## src/hdl/dtoid_pkg.sv

```systemverilog
package dtoid_pkg;

    localparam int LISTS_W = 5;

    // Configuration register indexes.
    localparam logic [1:0] REG_ID_FORM      = 2'd0;
    localparam logic [1:0] REG_WORD_ORDER   = 2'd1;
    localparam logic [1:0] REG_STAMP_BYTES  = 2'd2;
    localparam logic [1:0] REG_LISTS_IN_USE = 2'd3;

    // Item modes.
    localparam logic MODE_LOAD   = 1'b0;
    localparam logic MODE_DECODE = 1'b1;

    // Identification field size of each form, which is also its minimum length.
    localparam logic [3:0] OFF_ABS         = 4'd1;
    localparam logic [3:0] OFF_REL_BYTE    = 4'd2;
    localparam logic [3:0] OFF_REL_WORD    = 4'd3;
    localparam logic [3:0] OFF_REL_ALIGNED = 4'd4;

    typedef enum logic [1:0] {
        FORM_ABS,
        FORM_REL_BYTE,
        FORM_REL_WORD,
        FORM_REL_ALIGNED
    } dtoid_form_t;

    typedef enum logic [1:0] {
        BK_IDLE,
        BK_SCAN,
        BK_FETCH,
        BK_RESULT
    } dtoid_back_state_t;

    typedef struct packed {
        dtoid_form_t        form;
        logic               word_order;
        logic [2:0]         stamp_bytes;
        logic [LISTS_W-1:0] lists_in_use;
    } dtoid_cfg_t;

    // One classified item as it travels from the front to the back.
    typedef struct packed {
        logic        is_load;
        logic [3:0]  entry_index;
        logic [7:0]  base_pid;
        logic [7:0]  odt_count;
        logic        pid_off;
        logic        stamped;
        logic [15:0] pdu;
        logic [7:0]  frame_length;
        logic [7:0]  b0;
        logic        abs_en;
        logic        rel_dec;
        logic [15:0] rel_list;
        logic [3:0]  base_off;
    } dtoid_item_t;

    function automatic logic [2:0] stamp_size(input logic [2:0] code);
        logic [2:0] size;
        unique case (code) inside
            3'd1, 3'd2, 3'd4: size = code;
            default:          size = 3'd0;
        endcase
        return size;
    endfunction

endpackage

```

## src/hdl/dtoid_front.sv

```systemverilog
module dtoid_front (
    input  dtoid_pkg::dtoid_cfg_t  cfg,
    input  logic                   s_mode,
    input  logic [3:0]             s_entry_index,
    input  logic [7:0]             s_entry_base_pid,
    input  logic [7:0]             s_entry_odt_count,
    input  logic                   s_entry_pid_off,
    input  logic                   s_entry_stamped,
    input  logic [15:0]            s_pdu_id,
    input  logic [7:0]             s_frame_length,
    input  logic [7:0]             s_byte_zero,
    input  logic [7:0]             s_byte_one,
    input  logic [7:0]             s_byte_two,
    input  logic [7:0]             s_byte_three,
    output dtoid_pkg::dtoid_item_t item
);
    import dtoid_pkg::*;

    logic [15:0] word_mid;
    logic [15:0] word_high;

    // The list number word, in the configured byte order.
    assign word_mid  = cfg.word_order ? {s_byte_one, s_byte_two} : {s_byte_two, s_byte_one};
    assign word_high = cfg.word_order ? {s_byte_two, s_byte_three}
                                      : {s_byte_three, s_byte_two};

    always_comb begin
        item.is_load      = (s_mode == MODE_LOAD);
        item.entry_index  = s_entry_index;
        item.base_pid     = s_entry_base_pid;
        item.odt_count    = s_entry_odt_count;
        item.pid_off      = s_entry_pid_off;
        item.stamped      = s_entry_stamped;
        item.pdu          = s_pdu_id;
        item.frame_length = s_frame_length;
        item.b0           = s_byte_zero;
        item.abs_en       = 1'b0;
        item.rel_dec      = 1'b0;
        item.rel_list     = '0;
        item.base_off     = OFF_ABS;
        unique case (cfg.form)
            FORM_ABS: begin
                item.abs_en   = (s_frame_length >= 8'(OFF_ABS));
                item.base_off = OFF_ABS;
            end
            FORM_REL_BYTE: begin
                item.rel_dec  = (s_frame_length >= 8'(OFF_REL_BYTE));
                item.rel_list = {8'd0, s_byte_one};
                item.base_off = OFF_REL_BYTE;
            end
            FORM_REL_WORD: begin
                item.rel_dec  = (s_frame_length >= 8'(OFF_REL_WORD));
                item.rel_list = word_mid;
                item.base_off = OFF_REL_WORD;
            end
            FORM_REL_ALIGNED: begin
                item.rel_dec  = (s_frame_length >= 8'(OFF_REL_ALIGNED));
                item.rel_list = word_high;
                item.base_off = OFF_REL_ALIGNED;
            end
        endcase
    end

endmodule

```

## src/hdl/dtoid_queue.sv

```systemverilog
module dtoid_queue (
    input  logic                   aclk,
    input  logic                   aresetn,
    input  logic                   in_valid,
    output logic                   in_ready,
    input  dtoid_pkg::dtoid_item_t in_item,
    output logic                   out_valid,
    input  logic                   out_ready,
    output dtoid_pkg::dtoid_item_t out_item
);
    import dtoid_pkg::*;

    localparam logic [1:0] DEPTH = 2'd2;

    dtoid_item_t slot_reg [2];
    logic        wr_ptr_reg;
    logic        rd_ptr_reg;
    logic [1:0]  count_reg;
    logic        push;
    logic        pop;

    assign in_ready  = (count_reg != DEPTH);
    assign out_valid = (count_reg != 2'd0);
    assign out_item  = slot_reg[rd_ptr_reg];
    assign push      = in_valid && in_ready;
    assign pop       = out_valid && out_ready;

    always_ff @(posedge aclk) begin
        if (push) begin
            slot_reg[wr_ptr_reg] <= in_item;
        end
    end

    always_ff @(posedge aclk) begin
        if (!aresetn) begin
            wr_ptr_reg <= 1'b0;
            rd_ptr_reg <= 1'b0;
            count_reg  <= 2'd0;
        end else begin
            if (push) begin
                wr_ptr_reg <= !wr_ptr_reg;
            end
            if (pop) begin
                rd_ptr_reg <= !rd_ptr_reg;
            end
            if (push && !pop) begin
                count_reg <= count_reg + 2'd1;
            end else if (pop && !push) begin
                count_reg <= count_reg - 2'd1;
            end
        end
    end

endmodule

```

## src/hdl/dtoid_back.sv

```systemverilog
module dtoid_back #(
    parameter int MAX_LISTS = 16
) (
    input  logic                   aclk,
    input  logic                   aresetn,
    input  dtoid_pkg::dtoid_cfg_t  cfg,
    input  logic                   q_valid,
    output logic                   q_ready,
    input  dtoid_pkg::dtoid_item_t q_item,
    output logic                   m_valid,
    input  logic                   m_ready,
    output logic                   m_decoded_ok,
    output logic [7:0]             m_list_number,
    output logic [7:0]             m_rel_odt,
    output logic [3:0]             m_payload_offset
);
    import dtoid_pkg::*;

    localparam int IDX_W = (MAX_LISTS > 1) ? $clog2(MAX_LISTS) : 1;
    localparam int CNT_W = $clog2(MAX_LISTS + 1);
    localparam int LIM_W = (CNT_W > LISTS_W) ? CNT_W : LISTS_W;

    typedef struct packed {
        logic [15:0] pdu;
        logic [7:0]  odt_count;
        logic [7:0]  base_pid;
    } dtoid_entry_t;

    dtoid_entry_t      entry_mem [MAX_LISTS];
    dtoid_entry_t      rd_data_reg;
    logic [IDX_W-1:0]  rd_addr;
    logic              wr_en;
    logic [IDX_W-1:0]  wr_addr;

    logic [MAX_LISTS-1:0] pid_off_reg, pid_off_next;
    logic [MAX_LISTS-1:0] stamped_reg, stamped_next;

    dtoid_back_state_t state_reg, state_next;
    dtoid_item_t       item_reg, item_next;
    logic [CNT_W-1:0]  iss_reg, iss_next;
    logic [IDX_W-1:0]  chk_reg, chk_next;
    logic              chk_vld_reg, chk_vld_next;
    logic              dec_reg, dec_next;
    logic [7:0]        list_reg, list_next;
    logic [7:0]        odt_reg, odt_next;
    logic [7:0]        cnt_reg, cnt_next;
    logic              stmp_reg, stmp_next;
    logic [3:0]        base_reg, base_next;

    logic              m_valid_reg, m_valid_next;
    logic              ok_reg, ok_next;
    logic [7:0]        out_list_reg, out_list_next;
    logic [7:0]        out_odt_reg, out_odt_next;
    logic [3:0]        out_off_reg, out_off_next;

    logic [CNT_W-1:0]  live_n;
    logic              issue;
    logic              scan_end;
    logic              off_hit;
    logic              abs_hit;
    logic              rel_hit;
    logic              out_free;
    logic              load_in_range;
    logic [8:0]        range_hi;
    logic [2:0]        stamp_add;
    logic [3:0]        total_off;
    logic              result_ok;

    assign live_n = (LIM_W'(cfg.lists_in_use) > LIM_W'(MAX_LISTS)) ? CNT_W'(MAX_LISTS)
                                                                    : CNT_W'(cfg.lists_in_use);

    assign q_ready  = (state_reg == BK_IDLE);
    assign out_free = !m_valid_reg || m_ready;

    assign load_in_range = ({4'd0, q_item.entry_index} < 8'(MAX_LISTS));
    assign wr_en   = (state_reg == BK_IDLE) && q_valid && q_item.is_load && load_in_range;
    assign wr_addr = IDX_W'(q_item.entry_index);

    // The scan issues one table read a cycle and checks each entry in the cycle after its read.
    assign issue    = (state_reg == BK_SCAN) && (iss_reg < live_n);
    assign scan_end = (state_reg == BK_SCAN) && !issue;
    assign rel_hit  = item_reg.rel_dec && (item_reg.rel_list < 16'(live_n));

    assign range_hi = {1'b0, rd_data_reg.base_pid} + {1'b0, rd_data_reg.odt_count};
    assign off_hit  = (state_reg == BK_SCAN) && chk_vld_reg && pid_off_reg[chk_reg]
                      && (rd_data_reg.pdu == item_reg.pdu);
    assign abs_hit  = (state_reg == BK_SCAN) && chk_vld_reg && item_reg.abs_en && !dec_reg
                      && (item_reg.b0 >= rd_data_reg.base_pid)
                      && ({1'b0, item_reg.b0} < range_hi);

    // ODT 0 of a stamped list carries the timestamp after the id field.
    assign stamp_add = ((odt_reg == 8'd0) && stmp_reg) ? stamp_size(cfg.stamp_bytes) : 3'd0;
    assign total_off = base_reg + {1'b0, stamp_add};
    assign result_ok = dec_reg && (odt_reg < cnt_reg)
                       && (item_reg.frame_length >= {4'd0, total_off});

    always_comb begin
        rd_addr = '0;
        if (issue) begin
            rd_addr = iss_reg[IDX_W-1:0];
        end else if (scan_end && rel_hit) begin
            rd_addr = item_reg.rel_list[IDX_W-1:0];
        end
    end

    always_ff @(posedge aclk) begin
        if (wr_en) begin
            entry_mem[wr_addr] <= '{pdu: q_item.pdu, odt_count: q_item.odt_count,
                                   base_pid: q_item.base_pid};
        end
        rd_data_reg <= entry_mem[rd_addr];
    end

    always_comb begin
        state_next = state_reg;
        unique case (state_reg)
            BK_IDLE: begin
                if (q_valid && !q_item.is_load) begin
                    state_next = BK_SCAN;
                end
            end
            BK_SCAN: begin
                if (off_hit) begin
                    state_next = BK_RESULT;
                end else if (scan_end) begin
                    state_next = rel_hit ? BK_FETCH : BK_RESULT;
                end
            end
            BK_FETCH: begin
                state_next = BK_RESULT;
            end
            BK_RESULT: begin
                if (out_free) begin
                    state_next = BK_IDLE;
                end
            end
            default: begin
                state_next = BK_IDLE;
            end
        endcase
    end

    always_comb begin
        item_next     = item_reg;
        iss_next      = iss_reg;
        chk_next      = chk_reg;
        chk_vld_next  = 1'b0;
        dec_next      = dec_reg;
        list_next     = list_reg;
        odt_next      = odt_reg;
        cnt_next      = cnt_reg;
        stmp_next     = stmp_reg;
        base_next     = base_reg;
        pid_off_next  = pid_off_reg;
        stamped_next  = stamped_reg;
        m_valid_next  = m_valid_reg && !m_ready;
        ok_next       = ok_reg;
        out_list_next = out_list_reg;
        out_odt_next  = out_odt_reg;
        out_off_next  = out_off_reg;

        unique case (state_reg)
            BK_IDLE: begin
                if (wr_en) begin
                    pid_off_next[wr_addr] = q_item.pid_off;
                    stamped_next[wr_addr] = q_item.stamped;
                end
                if (q_valid && !q_item.is_load) begin
                    item_next = q_item;
                    iss_next  = '0;
                    dec_next  = 1'b0;
                    base_next = q_item.base_off;
                end
            end
            BK_SCAN: begin
                chk_vld_next = issue;
                chk_next     = iss_reg[IDX_W-1:0];
                if (issue) begin
                    iss_next = iss_reg + CNT_W'(1);
                end
                if (off_hit) begin
                    // A PID-off list on this PDU overrides any range match.
                    dec_next  = 1'b1;
                    list_next = 8'(chk_reg);
                    odt_next  = 8'd0;
                    cnt_next  = rd_data_reg.odt_count;
                    stmp_next = stamped_reg[chk_reg];
                    base_next = 4'd0;
                end else if (abs_hit) begin
                    dec_next  = 1'b1;
                    list_next = 8'(chk_reg);
                    odt_next  = item_reg.b0 - rd_data_reg.base_pid;
                    cnt_next  = rd_data_reg.odt_count;
                    stmp_next = stamped_reg[chk_reg];
                end
                if (!off_hit && scan_end && rel_hit) begin
                    dec_next  = 1'b1;
                    list_next = item_reg.rel_list[7:0];
                    odt_next  = item_reg.b0;
                end
            end
            BK_FETCH: begin
                cnt_next  = rd_data_reg.odt_count;
                stmp_next = stamped_reg[list_reg[IDX_W-1:0]];
            end
            BK_RESULT: begin
                if (out_free) begin
                    m_valid_next  = 1'b1;
                    ok_next       = result_ok;
                    out_list_next = result_ok ? list_reg : 8'd0;
                    out_odt_next  = result_ok ? odt_reg : 8'd0;
                    out_off_next  = result_ok ? total_off : 4'd0;
                end
            end
            default: begin
                chk_vld_next = 1'b0;
            end
        endcase
    end

    always_ff @(posedge aclk) begin
        if (!aresetn) begin
            state_reg   <= BK_IDLE;
            chk_vld_reg <= 1'b0;
            m_valid_reg <= 1'b0;
            pid_off_reg <= '0;
            stamped_reg <= '0;
        end else begin
            state_reg   <= state_next;
            chk_vld_reg <= chk_vld_next;
            m_valid_reg <= m_valid_next;
            pid_off_reg <= pid_off_next;
            stamped_reg <= stamped_next;
        end
    end

    always_ff @(posedge aclk) begin
        item_reg     <= item_next;
        iss_reg      <= iss_next;
        chk_reg      <= chk_next;
        dec_reg      <= dec_next;
        list_reg     <= list_next;
        odt_reg      <= odt_next;
        cnt_reg      <= cnt_next;
        stmp_reg     <= stmp_next;
        base_reg     <= base_next;
        ok_reg       <= ok_next;
        out_list_reg <= out_list_next;
        out_odt_reg  <= out_odt_next;
        out_off_reg  <= out_off_next;
    end

    assign m_valid          = m_valid_reg;
    assign m_decoded_ok     = ok_reg;
    assign m_list_number    = out_list_reg;
    assign m_rel_odt        = out_odt_reg;
    assign m_payload_offset = out_off_reg;

endmodule

```

## src/hdl/dto_id_field_decoder.sv

```systemverilog
// DTO identification field decoder. Load items (mode 0) write one entry of the
// DAQ list table; decode items (mode 1) return one result with the list, the
// relative ODT and the payload offset, or all zeros when the header does not
// decode or fails a bounds or length check. Items pass through a two-entry
// queue to the decode engine, so the input keeps accepting up to two items
// while a decode runs or a result waits to be taken. A load only writes the
// table and leaves the engine idle. A decode scans the lists in use (capped
// at MAX_LISTS); a PID-off list on the frame's PDU ends the scan early. The
// scan over the list table reads one entry a cycle through the table memory's
// single read port. The user must write configuration only while no item is
// in flight; the block itself does not enforce this.
module dto_id_field_decoder #(
    parameter int MAX_LISTS = 16
) (
    input  logic        aclk,
    input  logic        aresetn,
    input  logic        cfg_wr_en,
    input  logic [1:0]  cfg_index,
    input  logic [4:0]  cfg_wr_data,
    input  logic        s_valid,
    output logic        s_ready,
    input  logic        s_mode,
    input  logic [3:0]  s_entry_index,
    input  logic [7:0]  s_entry_base_pid,
    input  logic [7:0]  s_entry_odt_count,
    input  logic        s_entry_pid_off,
    input  logic        s_entry_stamped,
    input  logic [15:0] s_pdu_id,
    input  logic [7:0]  s_frame_length,
    input  logic [7:0]  s_byte_zero,
    input  logic [7:0]  s_byte_one,
    input  logic [7:0]  s_byte_two,
    input  logic [7:0]  s_byte_three,
    output logic        m_valid,
    input  logic        m_ready,
    output logic        m_decoded_ok,
    output logic [7:0]  m_list_number,
    output logic [7:0]  m_rel_odt,
    output logic [3:0]  m_payload_offset
);
    import dtoid_pkg::*;

    dtoid_cfg_t  cfg_reg, cfg_next;
    dtoid_item_t front_item;
    dtoid_item_t q_item;
    logic        q_valid;
    logic        q_ready;

    always_comb begin
        cfg_next = cfg_reg;
        if (cfg_wr_en) begin
            unique case (cfg_index)
                REG_ID_FORM:      cfg_next.form         = dtoid_form_t'(cfg_wr_data[1:0]);
                REG_WORD_ORDER:   cfg_next.word_order   = cfg_wr_data[0];
                REG_STAMP_BYTES:  cfg_next.stamp_bytes  = cfg_wr_data[2:0];
                REG_LISTS_IN_USE: cfg_next.lists_in_use = cfg_wr_data[LISTS_W-1:0];
                default:          cfg_next = cfg_reg;
            endcase
        end
    end

    always_ff @(posedge aclk) begin
        if (!aresetn) begin
            cfg_reg <= '{form: FORM_ABS, word_order: 1'b0, stamp_bytes: 3'd0,
                         lists_in_use: '0};
        end else begin
            cfg_reg <= cfg_next;
        end
    end

    dtoid_front u_front (
        .cfg               (cfg_reg),
        .s_mode            (s_mode),
        .s_entry_index     (s_entry_index),
        .s_entry_base_pid  (s_entry_base_pid),
        .s_entry_odt_count (s_entry_odt_count),
        .s_entry_pid_off   (s_entry_pid_off),
        .s_entry_stamped   (s_entry_stamped),
        .s_pdu_id          (s_pdu_id),
        .s_frame_length    (s_frame_length),
        .s_byte_zero       (s_byte_zero),
        .s_byte_one        (s_byte_one),
        .s_byte_two        (s_byte_two),
        .s_byte_three      (s_byte_three),
        .item              (front_item)
    );

    dtoid_queue u_queue (
        .aclk      (aclk),
        .aresetn   (aresetn),
        .in_valid  (s_valid),
        .in_ready  (s_ready),
        .in_item   (front_item),
        .out_valid (q_valid),
        .out_ready (q_ready),
        .out_item  (q_item)
    );

    dtoid_back #(
        .MAX_LISTS (MAX_LISTS)
    ) u_back (
        .aclk             (aclk),
        .aresetn          (aresetn),
        .cfg              (cfg_reg),
        .q_valid          (q_valid),
        .q_ready          (q_ready),
        .q_item           (q_item),
        .m_valid          (m_valid),
        .m_ready          (m_ready),
        .m_decoded_ok     (m_decoded_ok),
        .m_list_number    (m_list_number),
        .m_rel_odt        (m_rel_odt),
        .m_payload_offset (m_payload_offset)
    );

endmodule
```

## config.mk

```make
export PLATFORM = sky130hd
export DESIGN_NAME = dto_id_field_decoder
export DESIGN_NICKNAME = d
export VERILOG_FILES = /design/src/hdl/dtoid_pkg.sv /design/src/hdl/dtoid_front.sv /design/src/hdl/dtoid_queue.sv /design/src/hdl/dtoid_back.sv /design/src/hdl/dto_id_field_decoder.sv
export SDC_FILE = /design/constraint.sdc
export NUM_CORES = 1
export LEC_CHECK = 0
export BUFFER_PORTS_ARGS = -buffer_cell sky130_fd_sc_hd__buf_2
export CORE_MARGIN = 1
export CORE_UTILIZATION = 55
export DETAILED_ROUTE_END_ITERATION = 8
export GPL_TIMING_DRIVEN = 0
export PLACE_DENSITY = 0.81
export RECOVER_POWER = 25
export SLEW_MARGIN = 5
export SYNTH_ARGS = -nofsm -noshare
export SYNTH_HDL_FRONTEND = slang
export SYNTH_SLANG_ARGS = --single-unit
```

## constraint.sdc

```tcl
create_clock -name aclk -period 6.8 [get_ports aclk]
set_input_delay 1.02 -clock aclk [delete_from_list [all_inputs] [get_ports aclk]]
set_output_delay 1.02 -clock aclk [all_outputs]
set_load 0.02 [all_outputs]
```

Word level (Yosys, flattened, before mapping) --
Memories as Yosys holds them, arrays and structs flattened. A register that Yosys moved wholly into a read port is not among the register bits. Index checks and enable logic that the tools add are counted.
Word-level totals: output and inout bits 23, register bits after elaboration 161, logic and storage cells 193, bits of input ports 91, memories 2, bits in writable memories 666
Operators by class: multiplexer cells 59, add/subtract/negate cells 6, bitwise gates (word level) 1, $lt $le $gt $ge 15, reductions and logical operators 59, equality and inequality tests 21
Memories:
- u_back.entry_mem | words 16, width 32, read ports 1, clocked after Yosys merged registers in 1, wr ports 1, RTL line dtoid_back.sv:29 | dtoid_entry_t entry_mem [MAX_LISTS];
- u_queue.slot_reg | words 2, width 77, read ports 1, clocked after Yosys merged registers in 1, wr ports 1, RTL line dtoid_queue.sv:15 | dtoid_item_t slot_reg [2];
Operators with widths (count):
- 8-bit two-way mux | 8
- 17-bit one-hot mux with 3 select lines | 1
- 16-bit bitwise mux | 2
- 16-bit two-way mux | 2
- 1-bit logical AND | 24
- 1-bit two-way mux | 20
- 2-bit AND reduction | 10
- 16-bit == test | 1
- 8-bit by 2-bit greater-or-equal comparator with 1-bit output, second input constant | 2
- 16-bit by 5-bit less-than comparator with 1-bit output | 1
- 4-bit two-way mux | 4
- 4-bit one-hot mux with 4 select lines | 1
- 8-bit one-hot mux with 2 select lines | 1
- 4-bit by 5-bit less-than comparator with 1-bit output, second input constant | 3
- 5-bit two-way mux | 3
- 1-bit binary-select mux with 4-bit select | 3
- 2-bit == test, second input constant | 6
- 2-bit two-way mux | 6
- 3-bit AND reduction | 4
- 1-bit zero test | 10
- 5-bit one-hot mux with 2 select lines | 1
- 8-bit by 8-bit adder with 9-bit output | 1
- 8-bit by 9-bit less-than comparator with 1-bit output | 1
- 8-bit by 1-bit greater-or-equal comparator with 1-bit output, second input constant | 1
- other kinds (32) | 45

Depth between registers and ports, before layout --
depth after elaboration 10, gate-level depth with buffers 15, gate-level depth less buffers 14

Cells and area by module --
Synthesis repeated with hierarchy kept, for this count alone.
Unflattened totals: cells, all modules 2572, area total of the unflattened synthesis 35526.6 µm²
By module, submodules not included:
- dtoid_back | cells each 2122, area an instance 28004.4 µm², instances 1
- dtoid_queue | cells each 264, area an instance 5916.9 µm², instances 1
- dtoid_front | cells each 142, area an instance 1164.9 µm², instances 1
- dto_id_field_decoder | cells each 44, area an instance 440.4 µm², instances 1

Least setup slack after synthesis --
Ideal clock, no wire load.
kind input to register, from input s_valid, to memory u_queue.slot_reg[0][0] in the netlist's numbering (enable), path buffers 0, setup time 0.511 ns, slack 2.003 ns, cell stages on the path 2, data arrival time 4.286 ns, required time 6.289 ns, path through nand2_1 > nor2_1
Between the ends: word-level cells in the longest chain between the ends 3
RTL lines:
- start, declared | RTL line dto_id_field_decoder.sv:20 | input logic s_valid,
- 1-bit logical AND | RTL line dtoid_queue.sv:25 | assign push = in_valid && in_ready;
- 1-bit two-way mux | RTL line dtoid_queue.sv:29 | if (push) begin
- 1-bit two-way mux (not written as such) | RTL line dtoid_queue.sv:30 | slot_reg[wr_ptr_reg] <= in_item;
- end, declared | RTL line dtoid_queue.sv:15
Every way passes these cells.

Final worst setup path --
from register u_queue.count_reg[0], to memory u_queue.slot_reg[1][60] in the netlist's numbering (enable)
Between the ends: word-level cells in the longest chain between the ends 4
RTL lines:
- start, declared | RTL line dtoid_queue.sv:18 | logic [1:0] count_reg;
- start signal, assigned | RTL line dtoid_queue.sv:47 | count_reg <= count_reg + 2'd1;
- start signal, assigned | RTL line dtoid_queue.sv:49 | count_reg <= count_reg - 2'd1;
- 2-bit inequality test | RTL line dtoid_queue.sv:22 | assign in_ready = (count_reg != DEPTH);
- 1-bit logical AND | RTL line dtoid_queue.sv:25
- 1-bit two-way mux | RTL line dtoid_queue.sv:29
- 1-bit two-way mux (not written as such) | RTL line dtoid_queue.sv:30
Every way passes these cells.

==> run metrics <==
CP Class reg -> reg; flip-flop and latch area 24900 um^2; status finished, violations left; average size of a mapped cell 14.2 um^2; Synth Warn # 0; failing checks max-capacitance violations, max-slew violations; top-count cell post-synth edfxtp_1; crit path cell chain nand2b_1 -> and3_1 -> clkbuf_1; synthesis-stage register bit count 857; dominant synthesized flop cell edfxtp_1; post-synthesis cell area 34400 um^2; Top Ports 114; Worst Skew 0.0256 ns; CP bufs+invs 1; CP Data Arrival Time 4.97 ns; Critical-path top delay cell clkbuf_1; startpoint types flip-flop; Final Util 63.4%; post-CTS setup buffers 0; max-cap violation count 5; power per cell area 368 nW/um^2; gr usage total 27.9%; Largest delay share family, worst path buffers and inverters; CTS H-tree lvls 3; DR WL/cell 25.1 um; Fin. Hold Viols 0; min-delay worst type reg -> reg; Row Count 91; kind of end point of the critical path flip-flop; clk sinks 857; Num CTS Buffers 81; Port Buffers 113; EDFF count, synth 773; final worst-path cycle share 70.5%; area of the multi-input gates 8900 um^2; nets 2789; Worst EP required 6.98 ns; Seq/Total Area, Yosys 72.4%; Least-Margin Pin Slew 2.71 ns; Vias 22300; DIE AREA 63600 um^2; starting density of the core 55.8%; Synth top area share 67.5%; max incr delay on CP 2.01 ns; Worst-path clk slew 0.06 ns; met2 wire len 42.6 mm; pins over their slew limit 152; total power 14.4 mW; Fillers 4195; asr flop ratio synth 0%; post-CTS resize count 0; drt via density 6.30; largest cells by area after synthesis edfxtp_1, dfxtp_1, nand2_1; Die Span Y 252 um; clock buffer depth 3; number of global-route vias before repair 22200; die span in x 252 um; share of cells above drive strength 1 14.0%; number of buffers inserted by hold repair at cts 0; drt initial violations 3333; CTS tree yes; met3 WL 9.77 mm; Slew HR -80.6%; Cells after DPL 3394; CP Max Fanout 40; fin cells 3546; Peak VDD IR 0.264 mV; Synth top cells by count edfxtp_1, nand2_1, a21oi_1; Metal-1 WL 32.0 mm; Detailed Place HPWL 57.7 mm; post-synthesis instance total 2419; global-route wire length before repair 131 mm; total congestion overflow 0; distinct cell type count after synthesis 67; WL final 89.1 mm; RSZ-0062 raised after global routing no; GP Congestion 0.933; Pre-antenna DRT Iters 6; fin crit period 4.79 ns; fmax 0.209 GHz; area grow syn2layout 13.7%; DRC Markers 0; CTS root buffer clkbuf_16; Synth area leader edfxtp_1; max FFs per register 512; Core Area 61700 um^2; Pleak 13.2 nW; clk_lat worst skew 0.64 ns; number of antenna violations at the first check in global routing 1; remaining antenna violation count 0; highest routed layer met4; final-report setup violation count 0; pin count of the biggest net entering global routing 41
[cell type report]
type,instances,share of cell area [%]
Tap cell,837,2.68
Sequential cell,857,63.6
Clock inverter,48,1.14
Buffer,132,1.52
Timing Repair Buffer,136,2.33
Antenna cell,1,0.00640
Inverter,38,0.365
Clock buffer,103,5.55
Multi-Input combinational cell,1394,22.8
[cell usage in the layout (no fill, tap or decap), types with 12 or more instances in the layout]
master / instances
nor2_4: 16
clkbuf_1: 149
nor2_1: 77
mux2i_1: 72
o311ai_1: 30
nor2b_1: 25
edfxtp_1: 773
o21ai_0: 16
ha_1: 55
a31oi_1: 35
buf_2: 107
dfxtp_1: 84
and2_1: 19
nor3_1: 13
nand2_1: 441
inv_1: 38
clkbuf_16: 82
mux4_2: 14
or3_1: 12
a21o_1: 17
nand3_1: 42
a21oi_1: 251
xor2_1: 26
a221oi_1: 46
clkinv_2: 18
mux2_2: 86
[per-stage QoR]
| step | instance area [um^2] | TNS, ns | hold WS, ns | setup slack, ns |
|---|---|---|---|---|
| 5_1_grt | 39100 | 0 | 0.471 | 1.73 |
| 2_1_floorplan | 34400 | 0 | 0.415 | 2.00 |
| 6_report | 39100 | 0 | 0.455 | 2.01 |
| 4_1_cts | 39300 | 0 | 0.460 | 2.21 |
| 3_3_place_gp | 36000 | -50.85 | 0.449 | -0.684 |
| 3_5_place_dp | 36700 | 0 | 0.445 | 2.39 |
[kinds of logic after synthesis]
kind of cell               share of synthesized area [%]
DFF                                                 72.4
xor gates and xnor gates                           0.865
other                                             0.0109
muxes                                               5.83
adders and majority gates                           2.17
buffers and inverters                               2.15
AOI/OAI and AO/OA                                   8.30
and+or+nand+nor                                     8.32
[metal layers]
layer | up-vias | global-route usage (%)
met2 | 1696 | 45.2
met3 | 310 | 5.13
met5 | - | 0
met4 | 0 | 15.1
met1 | 10800 | 35.8
li1 | 9500 | -
[path summary, 6_finish.rpt]
check,startpoint,end,slack [ns],depth (start not counted)
setup / recovery,u_queue.count_reg[0],u_queue.slot_reg[1][60],2.01,3
hold / removal,u_back.rd_data_reg[10],u_back.cnt_reg[2],0.46,0
setup reg to reg,u_queue.count_reg[0],u_queue.slot_reg[1][60],2.01,3
hold reg to reg,u_back.rd_data_reg[10],u_back.cnt_reg[2],0.46,0
[power by group]
| part | switching, mW | internal (mW) |
|---|---|---|
| Combinational | 2.01 | 0.971 |
| Clock | 1.96 | 2.51 |
| Sequential | 0.256 | 6.67 |
| Total | 4.23 | 10.2 |
[worst register-to-register path, delay by kind of cell (launching register included)]
kind,cells,cell delay [ns]
simple gates,2,1.83
buf+inv,1,2.02
flops,1,0.43
Note: power is estimated with default switching activity, not from simulation.
